--- config.mk ---
export PLATFORM = sky130hd
export DESIGN_NAME = telemetry_record_framer_top
export DESIGN_NICKNAME = d
export VERILOG_FILES = /design/src/sv/trf_pkg.sv /design/src/sv/telemetry_record_framer_top.sv /design/src/sv/trf_store.sv /design/src/sv/trf_out.sv /design/src/sv/trf_seq.sv
export VERILOG_INCLUDE_DIRS = /design/src /design/src/sv
export SDC_FILE = /design/constraint.sdc
export NUM_CORES = 1
export LEC_CHECK = 0
export ABC_CLOCK_PERIOD_IN_PS = 7800
export BUFFER_PORTS_ARGS = -buffer_cell sky130_fd_sc_hd__buf_2
export CAP_MARGIN = 20
export CORE_MARGIN = 2
export CORE_UTILIZATION = 35
export CTS_CLUSTER_DIAMETER = 40
export DETAILED_ROUTE_END_ITERATION = 8
export PLACE_DENSITY = 0.57
export SYNTH_ARGS = -nofsm -noshare
export SYNTH_HDL_FRONTEND = slang
export SYNTH_HIERARCHICAL = 1
export SYNTH_SLANG_ARGS = --single-unit
--- constraint.sdc ---
create_clock -name clk -period 7.8 [get_ports clk]
set_clock_uncertainty 0.15 [all_clocks]
set_input_delay 0.39 -clock clk [delete_from_list [all_inputs] [get_ports clk]]
set_output_delay 0.39 -clock clk [all_outputs]
set_load 0.02 [all_outputs]
--- src/sv/assert_macros.svh ---
// Assertion macros used by the record framer sequencer.
`ifndef ASSERT_MACROS_SVH
`define ASSERT_MACROS_SVH

// Check a property on every rising edge of clk outside reset.
`define TRF_ASSERT(lbl, prop, msg) \
  lbl: assert property (@(posedge clk) disable iff (rst) (prop)) else $error(msg);

// Check that a condition never holds on a rising edge of clk outside reset.
`define TRF_ASSERT_NEVER(lbl, cond, msg) \
  lbl: assert property (@(posedge clk) disable iff (rst) !(cond)) else $error(msg);

`endif

--- src/sv/trf_pkg.sv ---
// Types and constants shared by the telemetry record framer.
`default_nettype none

package trf_pkg;

  localparam int unsigned MAX_RECORD_WORDS_DEF = 16;
  localparam int unsigned HDR_WORDS            = 3;
  localparam int unsigned MIN_LEN              = 4;
  localparam logic [4:0]  RW_RESET             = 5'd16;

  localparam logic [31:0] HDR0_WORD    = 32'hEB90_0000;
  localparam logic [7:0]  HDR1_TAG     = 8'h1F;
  localparam logic [7:0]  HDR2_TAG     = 8'h20;
  localparam logic [31:0] TIME_BASE    = 32'h4000_0000;
  localparam logic [31:0] DISCARD_WORD = 32'hBE00_0000;
  localparam logic [31:0] SPARE_WORD   = 32'hC000_0000;
  localparam logic [15:0] PH_MAX       = 16'h3FFF;
  localparam logic [31:0] TICKS_MAX    = 32'h3FFF_FFFF;

  localparam logic [1:0]  STEP_TIME    = 2'd0;
  localparam logic [1:0]  STEP_DISCARD = 2'd1;
  localparam logic [1:0]  STEP_SPARE   = 2'd2;

  typedef enum logic [1:0] {
    OP_EVENT = 2'd0,
    OP_FRAME = 2'd1,
    OP_FLUSH = 2'd2,
    OP_NONE  = 2'd3
  } op_t;

  typedef enum logic [1:0] {
    ST_IDLE,
    ST_APPEND,
    ST_CLOSE,
    ST_FAULT
  } state_t;

  typedef struct packed {
    logic        valid;
    logic [31:0] word;
    logic        eor;
    logic        eorun;
    logic        fault;
  } emit_t;

endpackage

`default_nettype wire

--- src/sv/telemetry_record_framer_top.sv ---
// Top level of the telemetry record framer.
//
//   port group     dir   handshake            payload
//   input item     in    in_valid/in_ready    opcode, pulse_height, y_index, x_index,
//                                             frame_ticks
//   result item    out   out_valid/out_ready  record_word, end_of_record, end_of_run,
//                                             fault
//   configuration  in    cfg_write            record_words
//
// A close streams one record word per cycle for the record length, paced by the single
// read port of the store; a frame end appends three words and closes. Reset (rst,
// synchronous) clears counters and rewinds fill to the header size; the store holds no
// reset value. A stalled output holds the sequencer in its close or fault state; no item
// is taken until the prior one ends.
`default_nettype none

module telemetry_record_framer_top import trf_pkg::*; #(
  parameter int unsigned MAX_RECORD_WORDS = MAX_RECORD_WORDS_DEF
) (
  input  wire logic        clk,
  input  wire logic        rst,
  input  wire logic        cfg_write,
  input  wire logic [4:0]  record_words,
  input  wire logic        in_valid,
  output logic             in_ready,
  input  wire logic [1:0]  opcode,
  input  wire logic [15:0] pulse_height,
  input  wire logic [7:0]  y_index,
  input  wire logic [7:0]  x_index,
  input  wire logic [31:0] frame_ticks,
  output logic             out_valid,
  input  wire logic        out_ready,
  output logic [31:0]      record_word,
  output logic             end_of_record,
  output logic             end_of_run,
  output logic             fault
);

  localparam int unsigned ADDR_W = $clog2(MAX_RECORD_WORDS);

  emit_t             emit;
  logic              can_emit;
  logic              mem_we;
  logic [ADDR_W-1:0] mem_waddr;
  logic [31:0]       mem_wdata;
  logic [ADDR_W-1:0] mem_raddr;
  logic [31:0]       mem_rdata;

  trf_store #(
    .MAX_WORDS (MAX_RECORD_WORDS)
  ) u_store (
    .clk   (clk),
    .we    (mem_we),
    .waddr (mem_waddr),
    .wdata (mem_wdata),
    .raddr (mem_raddr),
    .rdata (mem_rdata)
  );

  trf_seq #(
    .MAX_WORDS (MAX_RECORD_WORDS)
  ) u_seq (
    .clk          (clk),
    .rst          (rst),
    .cfg_write    (cfg_write),
    .record_words (record_words),
    .in_valid     (in_valid),
    .in_ready     (in_ready),
    .opcode       (opcode),
    .pulse_height (pulse_height),
    .y_index      (y_index),
    .x_index      (x_index),
    .frame_ticks  (frame_ticks),
    .can_emit     (can_emit),
    .emit         (emit),
    .mem_we       (mem_we),
    .mem_waddr    (mem_waddr),
    .mem_wdata    (mem_wdata),
    .mem_raddr    (mem_raddr),
    .mem_rdata    (mem_rdata)
  );

  trf_out u_out (
    .clk           (clk),
    .rst           (rst),
    .emit          (emit),
    .can_emit      (can_emit),
    .out_valid     (out_valid),
    .out_ready     (out_ready),
    .record_word   (record_word),
    .end_of_record (end_of_record),
    .end_of_run    (end_of_run),
    .fault         (fault)
  );

endmodule

`default_nettype wire

--- src/sv/trf_store.sv ---
// Record word store: one write port, one registered read port.
`default_nettype none

module trf_store import trf_pkg::*; #(
  parameter int unsigned MAX_WORDS = MAX_RECORD_WORDS_DEF,
  localparam int unsigned ADDR_W = $clog2(MAX_WORDS)
) (
  input  wire logic              clk,
  input  wire logic              we,
  input  wire logic [ADDR_W-1:0] waddr,
  input  wire logic [31:0]       wdata,
  input  wire logic [ADDR_W-1:0] raddr,
  output logic [31:0]            rdata
);

  logic [31:0] mem [MAX_WORDS];

  always_ff @(posedge clk) begin
    if (we) begin
      mem[waddr] <= wdata;
    end
  end

  always_ff @(posedge clk) begin
    rdata <= mem[raddr];
  end

endmodule

`default_nettype wire

--- src/sv/trf_out.sv ---
// Output holding register for record words.
`default_nettype none

module trf_out import trf_pkg::*; (
  input  wire logic  clk,
  input  wire logic  rst,
  input  wire emit_t emit,
  output logic       can_emit,
  output logic       out_valid,
  input  wire logic  out_ready,
  output logic [31:0] record_word,
  output logic       end_of_record,
  output logic       end_of_run,
  output logic       fault
);

  assign can_emit = !out_valid || out_ready;

  always_ff @(posedge clk) begin
    if (rst) begin
      out_valid <= 1'b0;
    end else if (emit.valid) begin
      out_valid <= 1'b1;
    end else if (out_ready) begin
      out_valid <= 1'b0;
    end
  end

  always_ff @(posedge clk) begin
    if (emit.valid) begin
      record_word   <= emit.word;
      end_of_record <= emit.eor;
      end_of_run    <= emit.eorun;
      fault         <= emit.fault;
    end
  end

endmodule

`default_nettype wire

--- src/sv/trf_seq.sv ---
// Sequencer: decodes items, appends words to the store, streams closed records.
`default_nettype none
`include "assert_macros.svh"

module trf_seq import trf_pkg::*; #(
  parameter int unsigned MAX_WORDS = MAX_RECORD_WORDS_DEF,
  localparam int unsigned ADDR_W = $clog2(MAX_WORDS),
  localparam int unsigned FILL_W = $clog2(MAX_WORDS + 1)
) (
  input  wire logic              clk,
  input  wire logic              rst,
  input  wire logic              cfg_write,
  input  wire logic [4:0]        record_words,
  input  wire logic              in_valid,
  output logic                   in_ready,
  input  wire logic [1:0]        opcode,
  input  wire logic [15:0]       pulse_height,
  input  wire logic [7:0]        y_index,
  input  wire logic [7:0]        x_index,
  input  wire logic [31:0]       frame_ticks,
  input  wire logic              can_emit,
  output emit_t                  emit,
  output logic                   mem_we,
  output logic [ADDR_W-1:0]      mem_waddr,
  output logic [31:0]            mem_wdata,
  output logic [ADDR_W-1:0]      mem_raddr,
  input  wire logic [31:0]       mem_rdata
);

  localparam int unsigned CMP_W = (FILL_W > 5) ? FILL_W : 5;

  state_t            state, state_next;
  logic [4:0]        rw;
  logic [FILL_W-1:0] fill;
  logic [7:0]        rec_cnt;
  logic [7:0]        frame_num;
  op_t               op_q;
  logic [31:0]       evt_word;
  logic [31:0]       ticks_q;
  logic [1:0]        step;
  logic              final_q;
  logic [FILL_W-1:0] idx;

  logic [CMP_W-1:0]  rw_ext;
  logic [FILL_W-1:0] len;
  logic [FILL_W-1:0] used;
  logic [FILL_W:0]   cnt_full;
  logic [7:0]        elem_cnt;
  logic [FILL_W:0]   fill_inc;
  logic              is_spare;
  logic              do_close;
  logic              last_word;
  logic              in_fault;
  logic [31:0]       app_word;
  logic [31:0]       close_word;
  logic [FILL_W-1:0] idx_rd;

  assign rw_ext = CMP_W'(rw);

  always_comb begin
    if (rw_ext < CMP_W'(MIN_LEN)) begin
      len = FILL_W'(MIN_LEN);
    end else if (rw_ext > CMP_W'(MAX_WORDS)) begin
      len = FILL_W'(MAX_WORDS);
    end else begin
      len = FILL_W'(rw_ext);
    end
  end

  assign used      = (fill > len) ? len : fill;
  assign cnt_full  = {used - FILL_W'(HDR_WORDS), 1'b0};
  assign elem_cnt  = 8'(cnt_full);
  assign fill_inc  = {1'b0, fill} + (FILL_W + 1)'(1);
  assign is_spare  = (op_q == OP_FRAME) && (step == STEP_SPARE);
  assign do_close  = is_spare || (fill_inc >= {1'b0, len});
  assign last_word = (idx == len - FILL_W'(1));
  assign in_fault  = ((op_t'(opcode) == OP_EVENT) && (pulse_height > PH_MAX)) ||
                     ((op_t'(opcode) == OP_FRAME) && (frame_ticks > TICKS_MAX));

  always_comb begin
    if (op_q == OP_EVENT) begin
      app_word = evt_word;
    end else if (step == STEP_TIME) begin
      app_word = TIME_BASE + ticks_q;
    end else if (step == STEP_DISCARD) begin
      app_word = DISCARD_WORD;
    end else begin
      app_word = SPARE_WORD;
    end
  end

  always_comb begin
    priority if (idx == FILL_W'(0)) begin
      close_word = HDR0_WORD;
    end else if (idx == FILL_W'(1)) begin
      close_word = {16'h0000, rec_cnt, HDR1_TAG};
    end else if (idx == FILL_W'(2)) begin
      close_word = {HDR2_TAG, elem_cnt, 8'h00, frame_num};
    end else if (idx < used) begin
      close_word = mem_rdata;
    end else begin
      close_word = 32'h0000_0000;
    end
  end

  assign idx_rd = (can_emit && !last_word) ? idx + FILL_W'(1) : idx;

  // Next state
  always_comb begin
    state_next = state;
    unique case (state)
      ST_IDLE: begin
        if (in_valid) begin
          if (in_fault) begin
            state_next = ST_FAULT;
          end else if (op_t'(opcode) == OP_EVENT || op_t'(opcode) == OP_FRAME) begin
            state_next = ST_APPEND;
          end else if (op_t'(opcode) == OP_FLUSH && fill > FILL_W'(HDR_WORDS)) begin
            state_next = ST_CLOSE;
          end
        end
      end
      ST_APPEND: begin
        if (do_close) begin
          state_next = ST_CLOSE;
        end else if (op_q == OP_EVENT) begin
          state_next = ST_IDLE;
        end
      end
      ST_CLOSE: begin
        if (can_emit && last_word) begin
          state_next = final_q ? ST_IDLE : ST_APPEND;
        end
      end
      ST_FAULT: begin
        if (can_emit) begin
          state_next = ST_IDLE;
        end
      end
    endcase
  end

  // Outputs
  always_comb begin
    in_ready   = 1'b0;
    emit       = '0;
    mem_we     = 1'b0;
    mem_waddr  = ADDR_W'(fill);
    mem_wdata  = app_word;
    mem_raddr  = ADDR_W'(idx_rd);
    unique case (state)
      ST_IDLE: begin
        in_ready = 1'b1;
      end
      ST_APPEND: begin
        mem_we = fill < FILL_W'(MAX_WORDS);
      end
      ST_CLOSE: begin
        emit.valid = can_emit;
        emit.word  = close_word;
        emit.eor   = last_word;
        emit.eorun = last_word && final_q;
      end
      ST_FAULT: begin
        emit.valid = can_emit;
        emit.eorun = 1'b1;
        emit.fault = 1'b1;
      end
    endcase
  end

  always_ff @(posedge clk) begin
    if (rst) begin
      state     <= ST_IDLE;
      rw        <= RW_RESET;
      fill      <= FILL_W'(HDR_WORDS);
      rec_cnt   <= 8'd0;
      frame_num <= 8'd0;
      step      <= STEP_TIME;
      final_q   <= 1'b0;
      idx       <= '0;
    end else begin
      state <= state_next;
      if (cfg_write) begin
        rw <= record_words;
      end
      unique case (state)
        ST_IDLE: begin
          if (in_valid) begin
            op_q     <= op_t'(opcode);
            evt_word <= {2'b00, pulse_height[13:0], y_index, x_index};
            ticks_q  <= frame_ticks;
            step     <= STEP_TIME;
            final_q  <= (op_t'(opcode) == OP_FLUSH);
            idx      <= '0;
          end
        end
        ST_APPEND: begin
          fill    <= FILL_W'(fill_inc);
          final_q <= (op_q == OP_EVENT) || is_spare;
          idx     <= '0;
          if (!do_close) begin
            step <= step + 2'd1;
          end
        end
        ST_CLOSE: begin
          if (can_emit) begin
            if (last_word) begin
              idx       <= '0;
              fill      <= FILL_W'(HDR_WORDS);
              rec_cnt   <= rec_cnt + 8'd1;
              frame_num <= (final_q && op_q == OP_FRAME) ? 8'd0 : frame_num + 8'd1;
              step      <= step + 2'd1;
            end else begin
              idx <= idx + FILL_W'(1);
            end
          end
        end
        ST_FAULT: begin
        end
      endcase
    end
  end

  `TRF_ASSERT(a_emit_room, emit.valid |-> can_emit, "item emitted into a full output register")
  `TRF_ASSERT(a_close_rewind, (state == ST_CLOSE && can_emit && last_word) |=> (fill == FILL_W'(HDR_WORDS)), "fill not rewound after record close")
  `TRF_ASSERT(a_fault_lone, (emit.valid && emit.fault) |-> (emit.eorun && !emit.eor && emit.word == 32'h0), "fault item not a lone zero word")
  `TRF_ASSERT_NEVER(a_accept_busy, in_ready && state != ST_IDLE, "item accepted while sequencer busy")

endmodule

`default_nettype wire
==> results.sh, run 1 <==
export IMPL_status="finished clean"
export IMPL_fillers=6445
export IMPL_required_ps=8150
export IMPL_hp_class="primary input to flip-flop"
export IMPL_htreeDepth=3
export IMPL_grt_util_all_layers_pct=16.3
export IMPL_dpl_worst_slack_ps=2520
export IMPL_p_int_mw=8.21
export IMPL_most_common_layout_cells="edfxtp_1, nand2_1, mux4_2"
export IMPL_fin_crit_sh_pct=68.8
export IMPL_cts_root_buf="clkbuf_16"
export IMPL_critPathCaptureType="flip-flop"
export IMPL_syn_nets=1573
export IMPL_vias=14300
export IMPL_power_frac_seq_pct=42.0
export IMPL_yosys_area_share_xor_xnor_pct=0.793
export IMPL_grt_pass1_vias=14700
export IMPL_tns_ps=0
export IMPL_io_pin_count=113
export IMPL_maxSlewHeadroom_pct=30.6
export IMPL_synth_mux_area_share_pct=11.4
export IMPL_synth_seq_cells=680
export IMPL_path_class="flip-flop to flip-flop"
export IMPL_ys_flop_type="edfxtp_1"
export IMPL_p_sw_share_pct=27.7
export IMPL_antenna_found_initial=1
export IMPL_drt_iter0_markers=1282
export IMPL_synthAdderAreaFrac_pct=1.37
export IMPL_diodes=0
export IMPL_timing_final_ws_setup_ps=2440
export IMPL_overflow=0
export IMPL_p_per_area_nw_per_um2=348
export IMPL_port_buffers=112
export IMPL_pwr_share_comb_pct=19.8
export IMPL_cap_violations=0
export IMPL_cts_max_path_buffers=3
export IMPL_wire_per_inst_um=22.7
export IMPL_wirelength_um=63300
export IMPL_dr_pass1_iters=5
export IMPL_fin_nets=1844
export IMPL_synth_compound_area_share_pct=5.15
export IMPL_viasPerCell=5.14
export IMPL_fin_crit_ps=5360
export IMPL_worst_r2r_path_depth=16
export IMPL_crit_path_max_fanout=13
export IMPL_seqCellArea_sq_um=19700
export IMPL_cts_tree="yes"
export IMPL_syn_avg_cell_area_sq_um=18.1
export IMPL_yosys_area_share_simple_pct=5.22
export IMPL_die_w_um=279
export IMPL_timing_fmax_ghz=0.186
export IMPL_crit_path_start_kind="flip-flop"
export IMPL_cts_sinks=680
export IMPL_grt_max_degree=113
export IMPL_setup_viol=0
export IMPL_synth_top_family_by_area="multiplexers"
export IMPL_grt_pass1_wl_um=93200
export IMPL_final_common_cell="edfxtp_1"
export IMPL_yosys_warnings=6
export IMPL_drc_errors=0
export IMPL_slew_violations=0
export IMPL_multiInputGateArea_sq_um=6520
export IMPL_synth_top_area_share_pct=69.2
export IMPL_gp_congestion=0.812
export IMPL_ant_nets=0
export IMPL_p_sw_mw=3.15
export IMPL_synth_area_sq_um=26500
export IMPL_p_leak_nw=11.1
export IMPL_synth_cells=1468
export IMPL_die_area_sq_um=77900
export IMPL_synth_seq_area_share_pct=74.4
export IMPL_core_area_sq_um=74700
export IMPL_synth_area_leaders="edfxtp_1, mux4_2, dfxtp_1, nand2_1, a22oi_1"
export IMPL_start_util_pct=35.5
export IMPL_areaGrowthSynthToFinish_pct=23.0
export IMPL_synth_edf_count=611
export IMPL_std_cell_rows=100
export IMPL_cp_arrival_ps=5710
export IMPL_cts_buffers=96
export IMPL_synth_top_area_cell="edfxtp_1"
export IMPL_drive_gt1_share_pct=27.8
export IMPL_min_delay_path_depth=4
export IMPL_dp_hpwl_um=33600
export IMPL_insertion_delay_ps=650
export IMPL_synthArstFlopShare_pct=0
export IMPL_vdd_drop_max_mv=0.252
export IMPL_rsz0062_at_grt="no"
export IMPL_hold_viol=0
export IMPL_tightest_slew_ps=1010
export IMPL_cts_clk_slew_worst_paths_ps=50
export IMPL_clkPwrFrac_pct=38.2
export IMPL_fp_dieH_um=279
export IMPL_synth_distinct_cells=70
[power groups by stage]
stage	logic, mW	registers (mW)	clock network (mW)
finish	2.25	4.77	4.34
global route	2.46	4.80	4.58
CTS	2.29	4.77	4.44
detailed placement	2.26	4.84	0
global placement	2.19	4.84	0
floorplan	1.46	4.85	0
[final cells by class]
cell class	count	area share, %
timing repair buffer	247	5.53
clock buffer	113	7.72
inverter	21	0.242
sequential	680	60.5
clock inverter	65	2.31
multi-input combinational	693	20.0
tap	969	3.72
[per-stage QoR]
step	hold slack [ps]	power (mW)	cells	utilization (%)	instance area [sq um]
2_1_floorplan	302	6.32	1468	-	26500
3_3_place_gp	317	7.03	2532	38.2	28600
3_5_place_dp	329	7.10	2533	38.2	28600
4_1_cts	19.3	11.5	2787	43.6	32600
5_1_grt	63.8	11.8	2788	43.7	32600
6_report	58.7	11.4	2788	43.7	32600
[flip-flops by register name (all words and copies together), names as in the netlist]
| signal | cells |
|---|---|
| u_seq/idx | 5 |
| u_seq/step | 2 |
| u_seq/fill | 5 |
| u_seq/rw | 5 |
| u_out/end_of_record | 1 |
| u_store/mem | 512 |
| u_out/record_word | 32 |
| u_seq/final_q | 1 |
| u_seq/evt_word | 30 |
| u_out/fault | 1 |
| u_seq/rec_cnt | 8 |
| u_seq/op_q | 2 |
| u_out/end_of_run | 1 |
| u_seq/ticks_q | 32 |
| u_seq/frame_num | 8 |
| u_out/out_valid | 1 |
| u_seq/state | 2 |
| u_store/rdata | 32 |
[logic make-up after synthesis]
| group | Yosys count |
|---|---|
| AOI/OAI and AO/OA | 202 |
| xor gates and xnor gates | 24 |
| adders and majority gates | 29 |
| buffers and inverters | 95 |
| DFF | 680 |
| muxes | 142 |
| and+or+nand+nor | 296 |
[critical path: stages, from the launching register on]
cell and delay, ps:
dfxtp_1 650, o21ba_2 260, and2_1 170, inv_1 130, ha_1 260, nor2b_1 190
o22ai_2 210, nor3b_1 130, nor3_4 390, mux2_2 410, ha_1 300, a31oi_1 240
a21boi_0 380, a31oi_1 130, mux2_4 330, nor3_4 630, a22o_1 250
[layer usage]
layer / vias up / global-route usage (%) / part of all wire, %
met5: - / 0 / 0
met4: 0 / 5.31 / 2.4
met3: 107 / 3.25 / 5.5
met2: 404 / 27.0 / 49
met1: 7400 / 21.6 / 43
li1: 6416 / - / -
[Yosys cell counts, drive strengths merged, types with 2 or more instances]
| cell | number |
|---|---|
| a22oi | 64 |
| and2 | 10 |
| a22o | 9 |
| inv | 21 |
| and3 | 5 |
| o22ai | 2 |
| nor4 | 2 |
| o211ai | 2 |
| nor2b | 7 |
| xnor2 | 8 |
| nor3b | 4 |
| a211oi | 3 |
| a21o | 10 |
| xor2 | 16 |
| nand3 | 21 |
| mux4 | 128 |
| nor2 | 63 |
| buf | 36 |
| mux2 | 5 |
| o221ai | 2 |
| o41ai | 2 |
| a21boi | 2 |
| nand3b | 4 |
| a31oi | 10 |
| a21oi | 34 |
| mux2i | 9 |
| nand2b | 7 |
| nor3 | 20 |
| o31ai | 2 |
| edfxtp | 611 |
| o21ai | 45 |
| nand2 | 133 |
| o32a | 2 |
| or3 | 5 |
| nand4 | 10 |
| dfxtp | 69 |
| or2 | 2 |
| ha | 29 |
| o2111ai | 2 |
| clkbuf | 38 |
[worst paths after layout]
path / from / to / slack (ps)
max: u_seq/rw[4]$_SDFFE_PP1P_ / u_out/record_word[9]$_DFFE_PP_ / 2440
min: in_valid / u_seq/final_q$_SDFFE_PP0P_ / 60
max reg2reg: u_seq/rw[4]$_SDFFE_PP1P_ / u_out/record_word[9]$_DFFE_PP_ / 2440
min reg2reg: u_seq/step[0]$_SDFFE_PP0P_ / u_seq/step[0]$_SDFFE_PP0P_ / 340
[what timing repair did]
item	CTS	global route
buffers inserted	0	0
hold endpoints to repair	70	0
resized for setup	0	0
hold buffers	76	0
Note: power is estimated with default switching activity, not from simulation.
==> inputs of run 2 (changes only) <==
Settings changed: ABC_AREA from default to 1, ABC_CLOCK_PERIOD_IN_PS 7800 to 4600, PLACE_DENSITY 0.57 to 0.59.
Clock period 7.8 ns to 4.6 ns, I/O delays scaled along.
==> run 2 against run 1 <==
Global-route usage increased by 1.3 points. Via count increased by 40%. Largest power group unchanged. Final cell count increased by 53%. Synthesized area increased by 11%. Critical path type unchanged. Flip-flop and latch count unchanged. Critical path depth increased by 3. Register-to-register slack got worse by 1800 ps.
==> results.sh, run 2 <==
export IMPL_dp_hpwl_um=42200
export IMPL_reg2reg_from="u_seq/rw[4]$_SDFFE_PP1P_"
export IMPL_cap_violations=0
export IMPL_fp_dieH_um=294
export IMPL_required_ps=5030
export IMPL_synth_seq_cells=680
export IMPL_cts_sinks=680
export IMPL_die_w_um=294
export IMPL_hold_slack_ps=129
export IMPL_largest_register_ff_count=512
export IMPL_io_pin_count=113
export IMPL_slew_violations=0
export IMPL_synth_area_sq_um=29500
export IMPL_cts_max_path_buffers=3
export IMPL_synth_top_area_share_pct=62.3
export IMPL_drc_errors=0
export IMPL_post_cts_resized=0
export IMPL_critPathLaunch="u_seq/rw[4]$_SDFFE_PP1P_"
export IMPL_hp_class="primary input to flip-flop"
export IMPL_viasPerCell=4.71
export IMPL_insertion_delay_ps=650
export IMPL_maxSlewHeadroom_pct=30.3
export IMPL_setup_viol=0
export IMPL_start_util_pct=35.3
export IMPL_overflow=0
export IMPL_port_buffers=112
export IMPL_r2r_end="u_store/rdata[19]$_DFF_P_"
export IMPL_status="finished clean"
export IMPL_critPathCaptureType="flip-flop"
export IMPL_cts_root_buf="clkbuf_16"
export IMPL_tightest_slew_ps=1050
export IMPL_drive_gt1_share_pct=12.7
export IMPL_crit_path_start_kind="flip-flop"
export IMPL_p_total_mw=21.0
export IMPL_vdd_drop_max_mv=0.351
export IMPL_core_area_sq_um=83600
export IMPL_std_cell_rows=106
export IMPL_wire_per_inst_um=17.9
export IMPL_p_leak_nw=15.0
export IMPL_ant_nets=0
export IMPL_largest_register="u_store/mem"
export IMPL_synth_edf_count=611
export IMPL_fin_nets=3198
export IMPL_place_inst=3982
export IMPL_wirelength_um=76400
export IMPL_fin_crit_ps=3970
export IMPL_ys_flop_type="edfxtp_1"
export IMPL_htreeDepth=3
export IMPL_reg2reg_slack_ps=630
export IMPL_cts_tree="yes"
export IMPL_p_per_area_nw_per_um2=586
export IMPL_hold_viol=0
export IMPL_drt_iter0_markers=1855
export IMPL_synth_area_leaders="edfxtp_1, nand2_1, nand3_1, inv_1, dfxtp_1"
export IMPL_worst_r2r_path_depth=19
export IMPL_syn_avg_cell_area_sq_um=10.3
export IMPL_final_cells=4262
export IMPL_synth_most_common_cell="nand2_1"
export IMPL_cts_clk_slew_worst_paths_ps=60
export IMPL_dr_pass1_iters=8
export IMPL_path_class="flip-flop to flip-flop"
export IMPL_fin_crit_sh_pct=86.2
export IMPL_yosys_warnings=6
export IMPL_most_common_layout_cells="nand2_1, edfxtp_1, inv_1"
export IMPL_syn_nets=2957
export IMPL_synth_cells=2852
export IMPL_antenna_found_initial=1
export IMPL_final_common_cell="nand2_1"
export IMPL_fillers=7854
export IMPL_grt_pass1_wl_um=116000
export IMPL_gp_congestion=0.821
export IMPL_synth_seq_area_share_pct=67.0
export IMPL_grt_pass1_vias=19300
export IMPL_synth_distinct_cells=39
export IMPL_crit_path_max_fanout=27
export IMPL_synth_top_area_cell="edfxtp_1"
export IMPL_grt_util_all_layers_pct=17.6
export IMPL_synthTopCellsByCount="nand2_1, edfxtp_1, inv_1"
export IMPL_grt_max_degree=129
export IMPL_vias=20100
export IMPL_rsz0062_at_grt="no"
export IMPL_tns_ps=0
export IMPL_areaGrowthSynthToFinish_pct=21.6
export IMPL_timing_fmax_ghz=0.252
export IMPL_diodes=0
export IMPL_synthArstFlopShare_pct=0
export IMPL_utilization_pct=42.9
export IMPL_cts_buffers=102
export IMPL_die_area_sq_um=86500
export IMPL_cp_arrival_ps=4390
export IMPL_critPathCapture="u_store/rdata[19]$_DFF_P_"
==> run 2: cell count changes in the layout (fill, tap and decap cells not counted), sizes merged, moves of 10 or more <==
cell    change
a22oi      -64
nor3       -14
mux4      -128
nor2       +13
a21oi      +26
clkinv     +11
nand3     +422
buf        +15
o21ai      +14
inv       +427
nand2     +738
and2       -10
==> run 2: logic make-up after synthesis <==
kind of cell | Yosys count | synth area share (%)
DFF | 680 | 67.0
buffers and inverters | 585 | 8.68
and+or+nand+nor | 1410 | 20.3
adders and majority gates | 29 | 1.23
AOI/OAI and AO/OA | 130 | 2.33
xor gates and xnor gates | 18 | 0.535
==> run 2: final cells by class <==
class                   instances  area (sq um)  area share, %
flip-flops and latches        680         19700           55.1
inverters                     451          1700           4.75
clock inverters                75           821           2.29
repair buffers                271          2100           5.88
multi-input cells            1587          7360           20.5
clock buffers                 118          2750           7.67
well taps                    1080          1350           3.77
==> run 2: per-stage QoR <==
| step | setup WS [ps] | area (sq um) |
|---|---|---|
| floorplan | 426 | 29500 |
| global placement | 792 | 31400 |
| detailed placement | 719 | 31400 |
| CTS | 687 | 35800 |
| global route | 243 | 35800 |
| finish | 633 | 35800 |
==> run 2: routing by layer <==
metal  share of wire (%)  vias up  global-route usage, %  wire [um]
met4                 2.2        0                   4.82       1670
met2                  46      627                   28.6      35100
li1                    -     9830                      -          -
met1                  45     9502                   24.0      34500
met5                   0        -                      0          0
met3                 6.8      127                   3.57       5170
==> run 2: how the worst min path moves through the flow <==
| stage | cells after the start | from | endpoint | slack [ps] |
|---|---|---|---|---|
| 6_report | 2 | frame_ticks[11] | u_seq/ticks_q[11]$_DFFE_PP_ | 130 |
| 5_1_grt | 2 | y_index[4] | u_seq/evt_word[12]$_DFFE_PP_ | 110 |
| 4_1_cts | 2 | frame_ticks[10] | u_seq/ticks_q[10]$_DFFE_PP_ | 90 |
| 3_5_place_dp | 1 | frame_ticks[16] | u_seq/ticks_q[16]$_DFFE_PP_ | 260 |
| 3_3_place_gp | 1 | frame_ticks[15] | u_seq/ticks_q[15]$_DFFE_PP_ | 260 |
| 2_1_floorplan | 1 | rst | u_out/out_valid$_SDFFE_PP0P_ | 140 |
==> run 2: power breakdown <==
| part | total [mW] | internal, mW | switching [mW] |
|---|---|---|---|
| combinational | 4.94 | 1.48 | 3.46 |
| clock | 7.93 | 5.04 | 2.89 |
| sequential | 8.11 | 7.76 | 0.350 |
==> run 2: worst max-delay path, stage by stage (launching register included) <==
cell     delay, ps
dfxtp_1        340
inv_2          180
nand2_1        100
nor2_1         190
inv_1          120
ha_1           250
xnor2_1        150
xor2_1         160
nor3_1         250
nand2_1        180
nand2_1        240
inv_1          190
nand2_1        140
o21ai_4         90
inv_4          290
buf_4          410
nand3_1        120
nand3_1        120
nand3_1        110
nand2_1        100
==> run 2: timing repair <==
action,CTS,global route
setup buffers,0,0
endpoints found under the hold margin,93,0
hold buffers,85,0
